==> src/rtl/crcfr_pkg.sv <==
// Package for the CRC16 frame receiver: beat payload types, parser phases,
// frame event codes and framing constants. No dependencies.

package crcfr_pkg;

   localparam int MAX_PAYLOAD_DEFAULT = 16;
   localparam int FEEDBACK_LEN        = 13;
   localparam int STORE_IDX_W         = $clog2(FEEDBACK_LEN);

   localparam logic [7:0]  SOF_A        = 8'hA5;
   localparam logic [7:0]  SOF_B        = 8'h5A;
   localparam logic [7:0]  CMD_FEEDBACK = 8'h90;
   localparam logic [7:0]  CMD_PONG     = 8'h91;
   localparam logic [15:0] CRC_INIT     = 16'hFFFF;
   localparam logic [15:0] CRC_POLY     = 16'hA001;

   typedef enum logic [2:0] {
      PH_SOF0,
      PH_SOF1,
      PH_SEQ,
      PH_CMD,
      PH_LEN,
      PH_PAY,
      PH_CRCL,
      PH_CRCH
   } phase_type;

   typedef enum logic [2:0] {
      EV_NONE      = 3'd0,
      EV_FEEDBACK  = 3'd1,
      EV_PONG      = 3'd2,
      EV_OTHER     = 3'd3,
      EV_CRC_ERROR = 3'd4
   } event_type;

   typedef struct packed {
      logic [7:0] rx_byte;
      logic       stale_gap;
   } req_payload_type;

   typedef struct packed {
      logic [2:0]         frame_event;
      logic [7:0]         frame_sequence;
      logic               sequence_gap;
      logic signed [31:0] position_a;
      logic signed [31:0] position_b;
      logic signed [15:0] speed_a;
      logic signed [15:0] speed_b;
      logic [7:0]         peer_status;
      logic [31:0]        feedback_total;
      logic [31:0]        crc_fail_total;
      logic [31:0]        gap_total;
      logic [31:0]        pong_total;
   } rsp_payload_type;

endpackage

==> src/rtl/crcfr_if.sv <==
// Valid/ready channel interfaces for the CRC16 frame receiver.
// Depends on crcfr_pkg for the payload types.

interface crcfr_req_if;
   import crcfr_pkg::*;

   logic            valid;
   logic            ready;
   req_payload_type data;

   modport source (output valid, output data, input ready);
   modport sink   (input valid, input data, output ready);
endinterface

interface crcfr_rsp_if;
   import crcfr_pkg::*;

   logic            valid;
   logic            ready;
   rsp_payload_type data;

   modport source (output valid, output data, input ready);
   modport sink   (input valid, input data, output ready);
endinterface

==> src/rtl/crc16_frame_receiver_unit.sv <==
// Channel   | Dir | Beat contents
// req_bus   | in  | rx_byte, stale_gap
// rsp_bus   | out | frame_event, frame_sequence, sequence_gap, held feedback, counters
//
// One result beat per received byte. A byte can be taken every cycle and its
// result beat is valid in the following cycle: the parser and the byte-wise
// CRC update sit between the state registers and a one-deep result register,
// and req_bus.ready is high whenever that register is empty or being drained
// in the same cycle. Reset is synchronous and clears the parser, held feedback
// values and counters; the payload buffer is not cleared. A stalled result
// holds the input off and keeps all fields.
// Depends on crcfr_pkg and crcfr_if.

module crc16_frame_receiver_unit #(
   parameter int MAX_PAYLOAD = crcfr_pkg::MAX_PAYLOAD_DEFAULT
) (
   input  logic         clock,
   input  logic         reset,
   crcfr_req_if.sink    req_bus,
   crcfr_rsp_if.source  rsp_bus
);
   import crcfr_pkg::*;

   localparam int LW = $clog2(MAX_PAYLOAD + 1);

   function automatic logic [15:0] crc_step(input logic [15:0] crc, input logic [7:0] b);
      logic [15:0] c;
      c = crc ^ {8'h00, b};
      for (int k = 0; k < 8; k++) begin
         c = c[0] ? ((c >> 1) ^ CRC_POLY) : (c >> 1);
      end
      return c;
   endfunction

   localparam logic [15:0] CRC_AFTER_SOF = crc_step(crc_step(CRC_INIT, SOF_A), SOF_B);

   // Parser state.
   phase_type   phase_ff, phase_in;
   logic [LW-1:0] pos_ff, pos_in;
   logic [LW-1:0] len_ff, len_in;
   logic [7:0]  cmd_ff, cmd_in;
   logic [7:0]  seq_ff, seq_in;
   logic [15:0] crc_ff, crc_in;
   logic [7:0]  crc_lo_ff, crc_lo_in;
   logic [7:0]  store_ff [FEEDBACK_LEN];
   logic        store_we;
   logic [STORE_IDX_W-1:0] store_idx;
   logic [7:0]  prev_seq_ff, prev_seq_in;
   logic        seen_ff, seen_in;

   // Held feedback values and counters.
   logic signed [31:0] enc_a_ff, enc_a_in, enc_b_ff, enc_b_in;
   logic signed [15:0] spd_a_ff, spd_a_in, spd_b_ff, spd_b_in;
   logic [7:0]  status_ff, status_in;
   logic [31:0] fb_cnt_ff, fb_cnt_in, crc_cnt_ff, crc_cnt_in;
   logic [31:0] gap_cnt_ff, gap_cnt_in, pong_cnt_ff, pong_cnt_in;

   // Result register.
   logic        rsp_valid_ff;
   event_type   ev_ff, ev_in;
   logic [7:0]  rseq_ff, rseq_in;
   logic        gap_ff, gap_in;

   logic        accept;
   logic [7:0]  b;
   phase_type   cur_phase;
   logic [LW-1:0] cur_pos, cur_len, pos_plus;
   logic [7:0]  cur_cmd;
   logic [15:0] crc_b;

   assign req_bus.ready = !rsp_valid_ff || rsp_bus.ready;
   assign accept        = req_bus.valid && req_bus.ready;
   assign b             = req_bus.data.rx_byte;
   assign crc_b         = crc_step(crc_ff, b);
   assign pos_plus      = cur_pos + LW'(1);

   always_comb begin
      // A stale gap drops the partial frame before the byte is parsed.
      if (req_bus.data.stale_gap) begin
         cur_phase = PH_SOF0;
         cur_pos   = '0;
         cur_len   = '0;
         cur_cmd   = '0;
      end else begin
         cur_phase = phase_ff;
         cur_pos   = pos_ff;
         cur_len   = len_ff;
         cur_cmd   = cmd_ff;
      end

      phase_in    = cur_phase;
      pos_in      = cur_pos;
      len_in      = cur_len;
      cmd_in      = cur_cmd;
      seq_in      = seq_ff;
      crc_in      = crc_ff;
      crc_lo_in   = crc_lo_ff;
      store_we    = 1'b0;
      store_idx   = cur_pos[STORE_IDX_W-1:0];
      prev_seq_in = prev_seq_ff;
      seen_in     = seen_ff;
      enc_a_in    = enc_a_ff;
      enc_b_in    = enc_b_ff;
      spd_a_in    = spd_a_ff;
      spd_b_in    = spd_b_ff;
      status_in   = status_ff;
      fb_cnt_in   = fb_cnt_ff;
      crc_cnt_in  = crc_cnt_ff;
      gap_cnt_in  = gap_cnt_ff;
      pong_cnt_in = pong_cnt_ff;
      ev_in       = EV_NONE;
      rseq_in     = 8'h00;
      gap_in      = 1'b0;

      unique case (cur_phase)
         PH_SOF0: begin
            if (b == SOF_A) phase_in = PH_SOF1;
         end
         PH_SOF1: begin
            if (b == SOF_B) begin
               crc_in   = CRC_AFTER_SOF;
               pos_in   = '0;
               phase_in = PH_SEQ;
            end else if (b != SOF_A) begin
               // The bad byte is not itself taken as a new first start byte.
               phase_in = PH_SOF0;
               pos_in   = '0;
               cmd_in   = '0;
               len_in   = '0;
            end
         end
         PH_SEQ: begin
            seq_in   = b;
            crc_in   = crc_b;
            phase_in = PH_CMD;
         end
         PH_CMD: begin
            cmd_in   = b;
            crc_in   = crc_b;
            phase_in = PH_LEN;
         end
         PH_LEN: begin
            crc_in = crc_b;
            if (int'(b) > MAX_PAYLOAD) begin
               phase_in = PH_SOF0;
               pos_in   = '0;
               cmd_in   = '0;
               len_in   = '0;
            end else begin
               len_in   = LW'(b);
               pos_in   = '0;
               phase_in = (b == 8'h00) ? PH_CRCL : PH_PAY;
            end
         end
         PH_PAY: begin
            crc_in   = crc_b;
            store_we = (cur_pos < LW'(FEEDBACK_LEN));
            pos_in   = pos_plus;
            if (pos_plus >= cur_len) phase_in = PH_CRCL;
         end
         PH_CRCL: begin
            crc_lo_in = b;
            phase_in  = PH_CRCH;
         end
         PH_CRCH: begin
            rseq_in = seq_ff;
            if ({b, crc_lo_ff} == crc_ff) begin
               if (seen_ff && (seq_ff != (prev_seq_ff + 8'd1))) begin
                  gap_in     = 1'b1;
                  gap_cnt_in = gap_cnt_ff + 32'd1;
               end
               seen_in     = 1'b1;
               prev_seq_in = seq_ff;
               ev_in       = EV_OTHER;
               if (cur_cmd == CMD_FEEDBACK && cur_len == LW'(FEEDBACK_LEN)) begin
                  enc_a_in  = {store_ff[0], store_ff[1], store_ff[2], store_ff[3]};
                  enc_b_in  = {store_ff[4], store_ff[5], store_ff[6], store_ff[7]};
                  spd_a_in  = {store_ff[8], store_ff[9]};
                  spd_b_in  = {store_ff[10], store_ff[11]};
                  status_in = store_ff[12];
                  fb_cnt_in = fb_cnt_ff + 32'd1;
                  ev_in     = EV_FEEDBACK;
               end else if (cur_cmd == CMD_PONG && cur_len == '0) begin
                  pong_cnt_in = pong_cnt_ff + 32'd1;
                  ev_in       = EV_PONG;
               end
            end else begin
               crc_cnt_in = crc_cnt_ff + 32'd1;
               ev_in      = EV_CRC_ERROR;
            end
            phase_in = PH_SOF0;
            pos_in   = '0;
            cmd_in   = '0;
            len_in   = '0;
         end
         default: phase_in = PH_SOF0;
      endcase
   end

   always_ff @(posedge clock) begin
      if (reset) begin
         phase_ff     <= PH_SOF0;
         pos_ff       <= '0;
         len_ff       <= '0;
         cmd_ff       <= '0;
         seq_ff       <= '0;
         crc_ff       <= CRC_INIT;
         crc_lo_ff    <= '0;
         prev_seq_ff  <= '0;
         seen_ff      <= 1'b0;
         enc_a_ff     <= '0;
         enc_b_ff     <= '0;
         spd_a_ff     <= '0;
         spd_b_ff     <= '0;
         status_ff    <= '0;
         fb_cnt_ff    <= '0;
         crc_cnt_ff   <= '0;
         gap_cnt_ff   <= '0;
         pong_cnt_ff  <= '0;
         rsp_valid_ff <= 1'b0;
      end else begin
         if (accept) begin
            phase_ff     <= phase_in;
            pos_ff       <= pos_in;
            len_ff       <= len_in;
            cmd_ff       <= cmd_in;
            seq_ff       <= seq_in;
            crc_ff       <= crc_in;
            crc_lo_ff    <= crc_lo_in;
            prev_seq_ff  <= prev_seq_in;
            seen_ff      <= seen_in;
            enc_a_ff     <= enc_a_in;
            enc_b_ff     <= enc_b_in;
            spd_a_ff     <= spd_a_in;
            spd_b_ff     <= spd_b_in;
            status_ff    <= status_in;
            fb_cnt_ff    <= fb_cnt_in;
            crc_cnt_ff   <= crc_cnt_in;
            gap_cnt_ff   <= gap_cnt_in;
            pong_cnt_ff  <= pong_cnt_in;
            rsp_valid_ff <= 1'b1;
         end else if (rsp_bus.ready) begin
            rsp_valid_ff <= 1'b0;
         end
      end
   end

   // Payload bytes and the per-beat result fields need no reset.
   always_ff @(posedge clock) begin
      if (accept && store_we) store_ff[store_idx] <= b;
      if (accept) begin
         ev_ff   <= ev_in;
         rseq_ff <= rseq_in;
         gap_ff  <= gap_in;
      end
   end

   // Held values and counters only change on an accepted beat, which also
   // reloads the result register, so they drive the result directly.
   assign rsp_bus.valid               = rsp_valid_ff;
   assign rsp_bus.data.frame_event    = ev_ff;
   assign rsp_bus.data.frame_sequence = rseq_ff;
   assign rsp_bus.data.sequence_gap   = gap_ff;
   assign rsp_bus.data.position_a     = enc_a_ff;
   assign rsp_bus.data.position_b     = enc_b_ff;
   assign rsp_bus.data.speed_a        = spd_a_ff;
   assign rsp_bus.data.speed_b        = spd_b_ff;
   assign rsp_bus.data.peer_status    = status_ff;
   assign rsp_bus.data.feedback_total = fb_cnt_ff;
   assign rsp_bus.data.crc_fail_total = crc_cnt_ff;
   assign rsp_bus.data.gap_total      = gap_cnt_ff;
   assign rsp_bus.data.pong_total     = pong_cnt_ff;

endmodule

==> src/flat_wrapper.sv <==
// flat-port wrapper written by rule: the top's interface ports become plain ports
module crc16_frame_receiver_unit_flat import crcfr_pkg::*;
#(
   parameter int MAX_PAYLOAD = crcfr_pkg::MAX_PAYLOAD_DEFAULT
)
  (clock, reset, req_bus_valid, req_bus_data, req_bus_ready, rsp_bus_valid, rsp_bus_data, rsp_bus_ready);
  crcfr_req_if req_bus_i ();
  crcfr_rsp_if rsp_bus_i ();
  input  logic clock;
  input  logic reset;
  input wire logic [$bits(req_bus_i.valid)-1:0] req_bus_valid;
  input wire logic [$bits(req_bus_i.data)-1:0] req_bus_data;
  output wire logic [$bits(req_bus_i.ready)-1:0] req_bus_ready;
  output wire logic [$bits(rsp_bus_i.valid)-1:0] rsp_bus_valid;
  output wire logic [$bits(rsp_bus_i.data)-1:0] rsp_bus_data;
  input wire logic [$bits(rsp_bus_i.ready)-1:0] rsp_bus_ready;
  assign req_bus_i.valid = req_bus_valid;
  assign req_bus_i.data = req_bus_data;
  assign req_bus_ready = req_bus_i.ready;
  assign rsp_bus_valid = rsp_bus_i.valid;
  assign rsp_bus_data = rsp_bus_i.data;
  assign rsp_bus_i.ready = rsp_bus_ready;
  crc16_frame_receiver_unit #(.MAX_PAYLOAD(MAX_PAYLOAD)) u_core (.clock(clock), .reset(reset), .req_bus(req_bus_i), .rsp_bus(rsp_bus_i));
endmodule
==> config.mk <==
export PLATFORM = sky130hd
export DESIGN_NAME = crc16_frame_receiver_unit_flat
export DESIGN_NICKNAME = d
export VERILOG_FILES = /design/src/rtl/crcfr_pkg.sv /design/src/rtl/crcfr_if.sv /design/src/rtl/crc16_frame_receiver_unit.sv /design/src/flat_wrapper.sv
export SDC_FILE = /design/constraint.sdc
export NUM_CORES = 1
export LEC_CHECK = 0
export ABC_CLOCK_PERIOD_IN_PS = 6100
export BUFFER_PORTS_ARGS = -buffer_cell sky130_fd_sc_hd__clkbuf_2
export CAP_MARGIN = 20
export CORE_UTILIZATION = 45
export CTS_BUF_LIST = sky130_fd_sc_hd__clkbuf_4
export DETAILED_ROUTE_END_ITERATION = 10
export PLACE_DENSITY = 0.67
export SKIP_LAST_GASP = 1
export SLEW_MARGIN = 20
export SYNTH_ARGS = -nofsm -noshare
export SYNTH_HDL_FRONTEND = slang
export SYNTH_SLANG_ARGS = --single-unit
export TNS_END_PERCENT = 30
==> constraint.sdc <==
create_clock -name clock -period 6.1 [get_ports clock]
set_input_delay 1.83 -clock clock [delete_from_list [all_inputs] [get_ports clock]]
set_output_delay 1.83 -clock clock [all_outputs]
set_load 0.01 [all_outputs]
==> flow_summary.toml, run 1 <==
[status]
status = "completed"

[critical_path]
cp-startpoint = "req_bus_data[5]"
crit_chain = "clkbuf_2, xor2_1, nor4_1, and4_1, nand4_1, or2_1, or4_1, a21oi_1"
rr_startpoint = "u_core.phase_ff[1]"
critPathLaunchType = "input port"
cp-end-kind = "flip-flop"
rr_endpoint = "u_core.pong_cnt_ff[31]"
critPathRequiredTime_ns = 6.76
rrSetupSlack_ns = 2.57
critPathMaxFanout = 19
critical_path.endpoint = "u_core.pong_cnt_ff[31]"
worstPathArrival_ns = 4.87
worstSetupPathType = "input port to flip-flop"
crit_slowest_cell = "nand4_1"
rr_worst_depth = 7
cp_slowest_stage_delay_ns = 0.50

[sta]
worst_pin_slew_ns = 0.896
rsz0062_at_grt = "false"
fmax_mhz = 238
relSlewSlack_pct = 40.1
fin_crit_sh_pct = 69.0
setup_viol = 0
finalHoldViolCount = 0
fin_hold_ws_ns = 0.448
fin_setup_tns_ns = 0
fin_ws_ns = 1.89
skew_ns = 0.0606
slew_viol_final = 0
timing.final.crit_period_ns = 4.21

[die]
ios = 259
die_w_um = 195
core_um2 = 36600
die_h_um = 195
initial_core_util_pct = 45.8
std_cell_rows = 70
fp.dieArea_um2 = 38000

[synthesis]
synth_edf_count = 116
synthCells = 1766
synth_area_um2 = 16800
yosys.area.top_type_share_pct = 35.2
ys_dominant_reg_cell = "dfxtp_1"
synth_seq_area_share_pct = 56.0
syn-num-nets = 1789
synth_area_leaders = "dfxtp_1 35%, edfxtp_1 21%, nand2_1 6.3%"
syn_area_per_cell_um2 = 9.50
synth_cell_types = 65
yosys_warnings = 0
ys_ff_latch = 411
yosysTopAreaCell = "dfxtp_1"
ys_async_sr_fraction_pct = 0

[place]
placed_area_um2 = 18400
place_ws_ns = 1.13
portBuffers = 258
globalplace.congestion = 0.817
post-dp-hpwl_um = 26400

[cts]
cts_resized = 0
cts_sinks = 411
clk_latency_ns = 0.79
clk_pin_slew_ns = 0.06
cts_buffers = 107
cts_hold_buf = 0
cts_tree = "built"
cts_max_level = 3
cts_setup_buffers = 0
clockBufferDepth = 3
root_buffer = "clkbuf_4"

[detailed_routing]
drt_iter0_markers = 886
dr.pass1.iters = 5
vias_per_cell = 5.28
drc = 0
routed_wl_um = 41500
wl_per_cell_um = 15.9
antenna_left = 0
via_count = 13761

[finish]
stdcell_area_um2 = 19900
drive_gt1_share_pct = 23.0
fin_util_pct = 54.4
layout.nets = 2073
area.growth.synth_to_final_pct = 18.8

[global_routing]
track_usage_pct = 21.4
grt_max_degree = 169
overflow = 0
antenna_found_initial = 2
grt_pass1_vias = 12924
grt_pass1_wl_um = 66400

[pwr]
p_leak_nw = 7.48
ir_drop_mv = 0.158
powerDensity_nw_per_um2 = 274

[run]
cap_viol_max_count = 0

[hold_path]
holdCritPathClass = "flip-flop to flip-flop"
[cells in the mapped netlist, types with 3 or more instances]
cell	number
nand4b_1	3
o31ai_1	3
inv_1	23
nand2b_1	20
a21oi_1	168
mux2_2	6
and4_1	11
and4b_1	3
buf_2	31
nor2_1	188
clkbuf_1	69
a31oi_1	3
nand4_1	53
o21ai_0	45
edfxtp_1	116
nor4b_1	4
mux2i_1	17
a211o_1	3
xnor2_1	59
nand3b_1	4
nand2_1	283
xor2_1	73
or3_1	36
nor4_1	25
ha_1	10
nor2b_1	17
a21o_1	3
dfxtp_1	295
nor3_1	33
and2_1	13
a22oi_1	13
and3_1	22
nand3_1	58
o21bai_1	8
or4_1	7
[cells by family (layout without fill, tap and decap cells)]
group,after synthesis,count (layout),synth area share [%]
other,0,2,0
AND/OR/NAND/NOR,793,793,22.6
AO/OA/AOI/OAI,268,268,9.09
flip-flops,411,411,56.0
XOR/XNOR,132,132,6.89
multiplexers,23,23,1.42
buffers and inverters,129,499,3.25
adder cells (fa/ha/maj),10,10,0.746
[through the flow]
step,power [mW],std cells
after floorplan,2.95,1766
final,5.45,2606
after CTS,5.52,2603
after global placement,3.00,2408
after detailed placement,3.00,2408
after global routing,5.67,2606
[power by group]
group / leakage [nW] / internal [mW] / switching [mW]
combinational: 3.16 / 0.0331 / 0.0975
clock: 0.889 / 1.41 / 1.10
sequential: 3.43 / 2.81 / 0.00285
total: 7.48 / 4.25 / 1.20
[sequential cells by signal (all words and copies together), names as in the netlist]
signal and flops:
u_core.rsp_bus.valid 1, u_core.crc_lo_ff 8, u_core.cmd_ff 8, u_core.crc_cnt_ff 32, u_core.pos_ff 5, u_core.gap_ff 1, u_core.pong_cnt_ff 32, u_core.crc_ff 16
u_core.rseq_ff 8, u_core.seq_ff 8, u_core.store_ff 104, u_core.len_ff 5, rsp_bus_data 104, u_core.prev_seq_ff 8, u_core.fb_cnt_ff 32, u_core.phase_ff 3
u_core.ev_ff 3, u_core.seen_ff 1, u_core.gap_cnt_ff 32
[final cells by class]
cell class | count | area, um^2
Multi-Input combinational cell | 1226 | 6850
Timing Repair Buffer | 281 | 1520
Fill cell | 3352 | 16700
Tap cell | 468 | 586
Antenna cell | 2 | 5.00
Inverter | 23 | 86.3
Sequential cell | 411 | 9390
Clock inverter | 15 | 131
Clock buffer | 180 | 1350
[how the worst min path moves through the flow]
stage	start	end	slack, ns	depth (start not counted)
6_report	rsp_bus_data[182]	rsp_bus_data[182]	0.45	2
5_1_grt	rsp_bus_data[217]	rsp_bus_data[217]	0.46	2
4_1_cts	rsp_bus_data[182]	rsp_bus_data[182]	0.45	2
3_5_place_dp	rsp_bus_data[182]	rsp_bus_data[182]	0.44	2
3_3_place_gp	rsp_bus_data[164]	rsp_bus_data[164]	0.44	2
2_1_floorplan	u_core.len_ff[4]	u_core.len_ff[4]	0.45	2
[routing by layer]
metal / GRT usage [%] / wire length [um] / vias up
met4: 9.07 / 1040 / 2
met2: 34.7 / 19600 / 376
met5: 0 / 15 / -
met3: 4.84 / 2250 / 78
li1: - / - / 6761
met1: 27.5 / 18600 / 6544
[layout by cell type, fill, tap and decap left out, types with 35 or more instances in the layout]
master	netlist	final
o21ai_0	45	45
a21oi_1	168	168
clkbuf_2	0	257
nand2_1	283	283
nor2_1	188	188
nand4_1	53	53
xnor2_1	59	59
or3_1	36	35
edfxtp_1	116	116
nand3_1	58	58
clkbuf_4	0	180
dfxtp_1	295	295
xor2_1	73	73
[critical path: cells and delay by family]
| kind | cells | cell delay, ns |
|---|---|---|
| AOI/OAI and AO/OA | 1 | 0.15 |
| and+or+nand+nor | 5 | 2.27 |
| buffers and inverters | 1 | 0.35 |
| xor gates and xnor gates | 1 | 0.26 |
Power figures use the tool's default switching activity.
==> inputs of run 2 (changes only) <==
--- a/config.mk
+++ b/config.mk
@@ -5,13 +5,13 @@
 export SDC_FILE = /design/constraint.sdc
 export NUM_CORES = 1
 export LEC_CHECK = 0
-export ABC_CLOCK_PERIOD_IN_PS = 6100
+export ABC_CLOCK_PERIOD_IN_PS = 3700
 export BUFFER_PORTS_ARGS = -buffer_cell sky130_fd_sc_hd__clkbuf_2
 export CAP_MARGIN = 20
 export CORE_UTILIZATION = 45
 export CTS_BUF_LIST = sky130_fd_sc_hd__clkbuf_4
 export DETAILED_ROUTE_END_ITERATION = 10
-export PLACE_DENSITY = 0.67
+export PLACE_DENSITY = 0.69
 export SKIP_LAST_GASP = 1
 export SLEW_MARGIN = 20
 export SYNTH_ARGS = -nofsm -noshare
==> constraint.sdc (replaced) <==
create_clock -name clock -period 3.7 [get_ports clock]
set_input_delay 1.11 -clock clock [delete_from_list [all_inputs] [get_ports clock]]
set_output_delay 1.11 -clock clock [all_outputs]
set_load 0.01 [all_outputs]
==> flow_summary.toml, run 2 (synthesis results as in run 1) <==
[die]
die_h_um = 195
initial_core_util_pct = 45.8
ios = 259
die_w_um = 195
std_cell_rows = 70
core_um2 = 36600
fp.dieArea_um2 = 38000

[global_routing]
grt_pass1_wl_um = 67700
track_usage_pct = 21.9
overflow = 0
grt_max_degree = 137
grt_pass1_vias = 13389
antenna_found_initial = 2

[finish]
finalNonFillerCells = 2643
layout.nets = 2109
area.growth.synth_to_final_pct = 20.0
mostFrequentLayoutCells = "295 x dfxtp_1, 283 x nand2_1, 257 x clkbuf_2"
final_common_cell = "dfxtp_1"
drive_gt1_share_pct = 23.7

[critical_path]
critPathLaunchType = "flip-flop"
rr_startpoint = "u_core.prev_seq_ff[0]"
rr_worst_depth = 7
crit_slowest_cell = "o211ai_2"
cp-end-kind = "flip-flop"
critPathMaxFanout = 16
cp_slowest_stage_delay_ns = 0.60
worstPathArrival_ns = 3.66
crit_chain = "nand3_1, o221a_2, a311o_1, o211ai_2, nand4_1, or4_1, a21oi_1"
worstSetupPathType = "flip-flop to flip-flop"
rr_endpoint = "u_core.gap_cnt_ff[31]"
critPathRequiredTime_ns = 4.40
crit_buf_inv = 0
rrSetupSlack_ns = 0.74
crit_family = "compound AO/OA/AOI/OAI gates"

[sta]
rsz0062_at_grt = "false"
fmax_mhz = 338
skew_ns = 0.0492
relSlewSlack_pct = 37.8
timing.final.crit_period_ns = 2.96
fin_setup_tns_ns = 0
fin_crit_sh_pct = 79.9
worst_pin_slew_ns = 0.932
finalHoldViolCount = 0
slew_viol_final = 0
setup_viol = 0

[cts]
cts_setup_buffers = 0
clockBufferDepth = 3
cts_resized = 0
cts_sinks = 411
cts_buffers = 105
clk_pin_slew_ns = 0.07
cts_tree = "built"
cts_max_level = 3
root_buffer = "clkbuf_4"
clk_latency_ns = 0.82
cts_hold_buf = 0

[hold_path]
holdCritPathClass = "flip-flop to flip-flop"
hp-start = "rsp_bus_data[166]"
whs_endpoint = "rsp_bus_data[166]"
min_path_cells = 2

[detailed_routing]
dr_wl_met2_um = 19600
dr.pass1.iters = 5
top_layer = "met4"
via_count = 13937
drc = 0
dr_wl_met3_um = 2860
drt_iter0_markers = 862
antenna_left = 0
wl_per_cell_um = 15.9
wirelength_met1_um = 18500
routed_wl_um = 42000
vias_per_cell = 5.27

[place]
post-dp-hpwl_um = 27600
portBuffers = 258
placedCellCount = 2447
globalplace.congestion = 0.872

[pwr]
p_leak_nw = 7.61
ir_drop_mv = 0.202
powerDensity_nw_per_um2 = 435

[run]
cap_viol_max_count = 0

[status]
status = "completed"
run 2: cell types whose count changed in the layout (fill, tap and decap cells not counted), moves of 2 or more:
| cell | previous run | this run |
|---|---|---|
| buf_4 | 20 | 55 |
| clkinv_1 | 9 | 20 |
| clkinv_2 | 0 | 2 |
| clkinvlp_4 | 0 | 3 |
| inv_2 | 0 | 2 |
| diode_2 | 2 | 4 |
| clkbuf_4 | 180 | 163 |
| buf_12 | 2 | 6 |
run 2: layer usage:
layer,vias up,global-route usage [%]
met4,0,9.16
met1,6589,28.3
met3,68,5.23
met5,-,0
li1,6835,-
met2,445,35.0
run 2: how the worst max path moves through the flow:
stage | endpoint | slack (ns) | startpoint | cells past startpoint
4_1_cts | u_core.gap_cnt_ff[31] | 0.74 | u_core.prev_seq_ff[0] | 7
3_5_place_dp | u_core.pong_cnt_ff[31] | 0.13 | req_bus_data[8] | 8
6_report | u_core.gap_cnt_ff[31] | 0.74 | u_core.prev_seq_ff[0] | 7
3_3_place_gp | u_core.pong_cnt_ff[31] | 0.13 | req_bus_data[8] | 8
5_1_grt | u_core.gap_cnt_ff[31] | 0.57 | u_core.prev_seq_ff[0] | 7
2_1_floorplan | u_core.phase_ff[1] | 0.06 | req_bus_data[0] | 13
run 2: final cells by class:
class                   instances  area (um^2)
fillers                      3306        16500
flip-flops and latches        411         9390
multi-input cells            1226         6850
repair buffers                319         1830
clock buffers                 163         1220
well taps                     468          586
clock inverters                29          154
inverters                      23         86.3
diodes                          4         10.0
run 2: report_power, final:
part	total, mW	switching [mW]	internal (mW)
Combinational	0.218	0.161	0.0573
Sequential	4.63	0.00509	4.63
Clock	3.90	1.83	2.07
Total	8.75	1.99	6.75
run 2: per-stage QoR:
stage          hold slack (ns)  setup WS, ns  power [mW]  area (um^2)  utilization, %
3_5_place_dp             0.444         0.129        4.95        18700            51.2
2_1_floorplan            0.446        0.0635        4.86        16800               -
5_1_grt                  0.467         0.569        9.11        20100            55.0
6_report                 0.450         0.745        8.75        20100            55.0
4_1_cts                  0.452         0.736        8.85        20100            54.9
3_3_place_gp             0.438         0.127        4.95        18700            51.2
run 2: worst reg2reg max path: cells and delay by family, from the launching register on:
family / cells / cell delay [ns]
AOI/OAI and AO/OA: 4 / 1.38
DFF: 1 / 0.41
and+or+nand+nor: 3 / 1.08
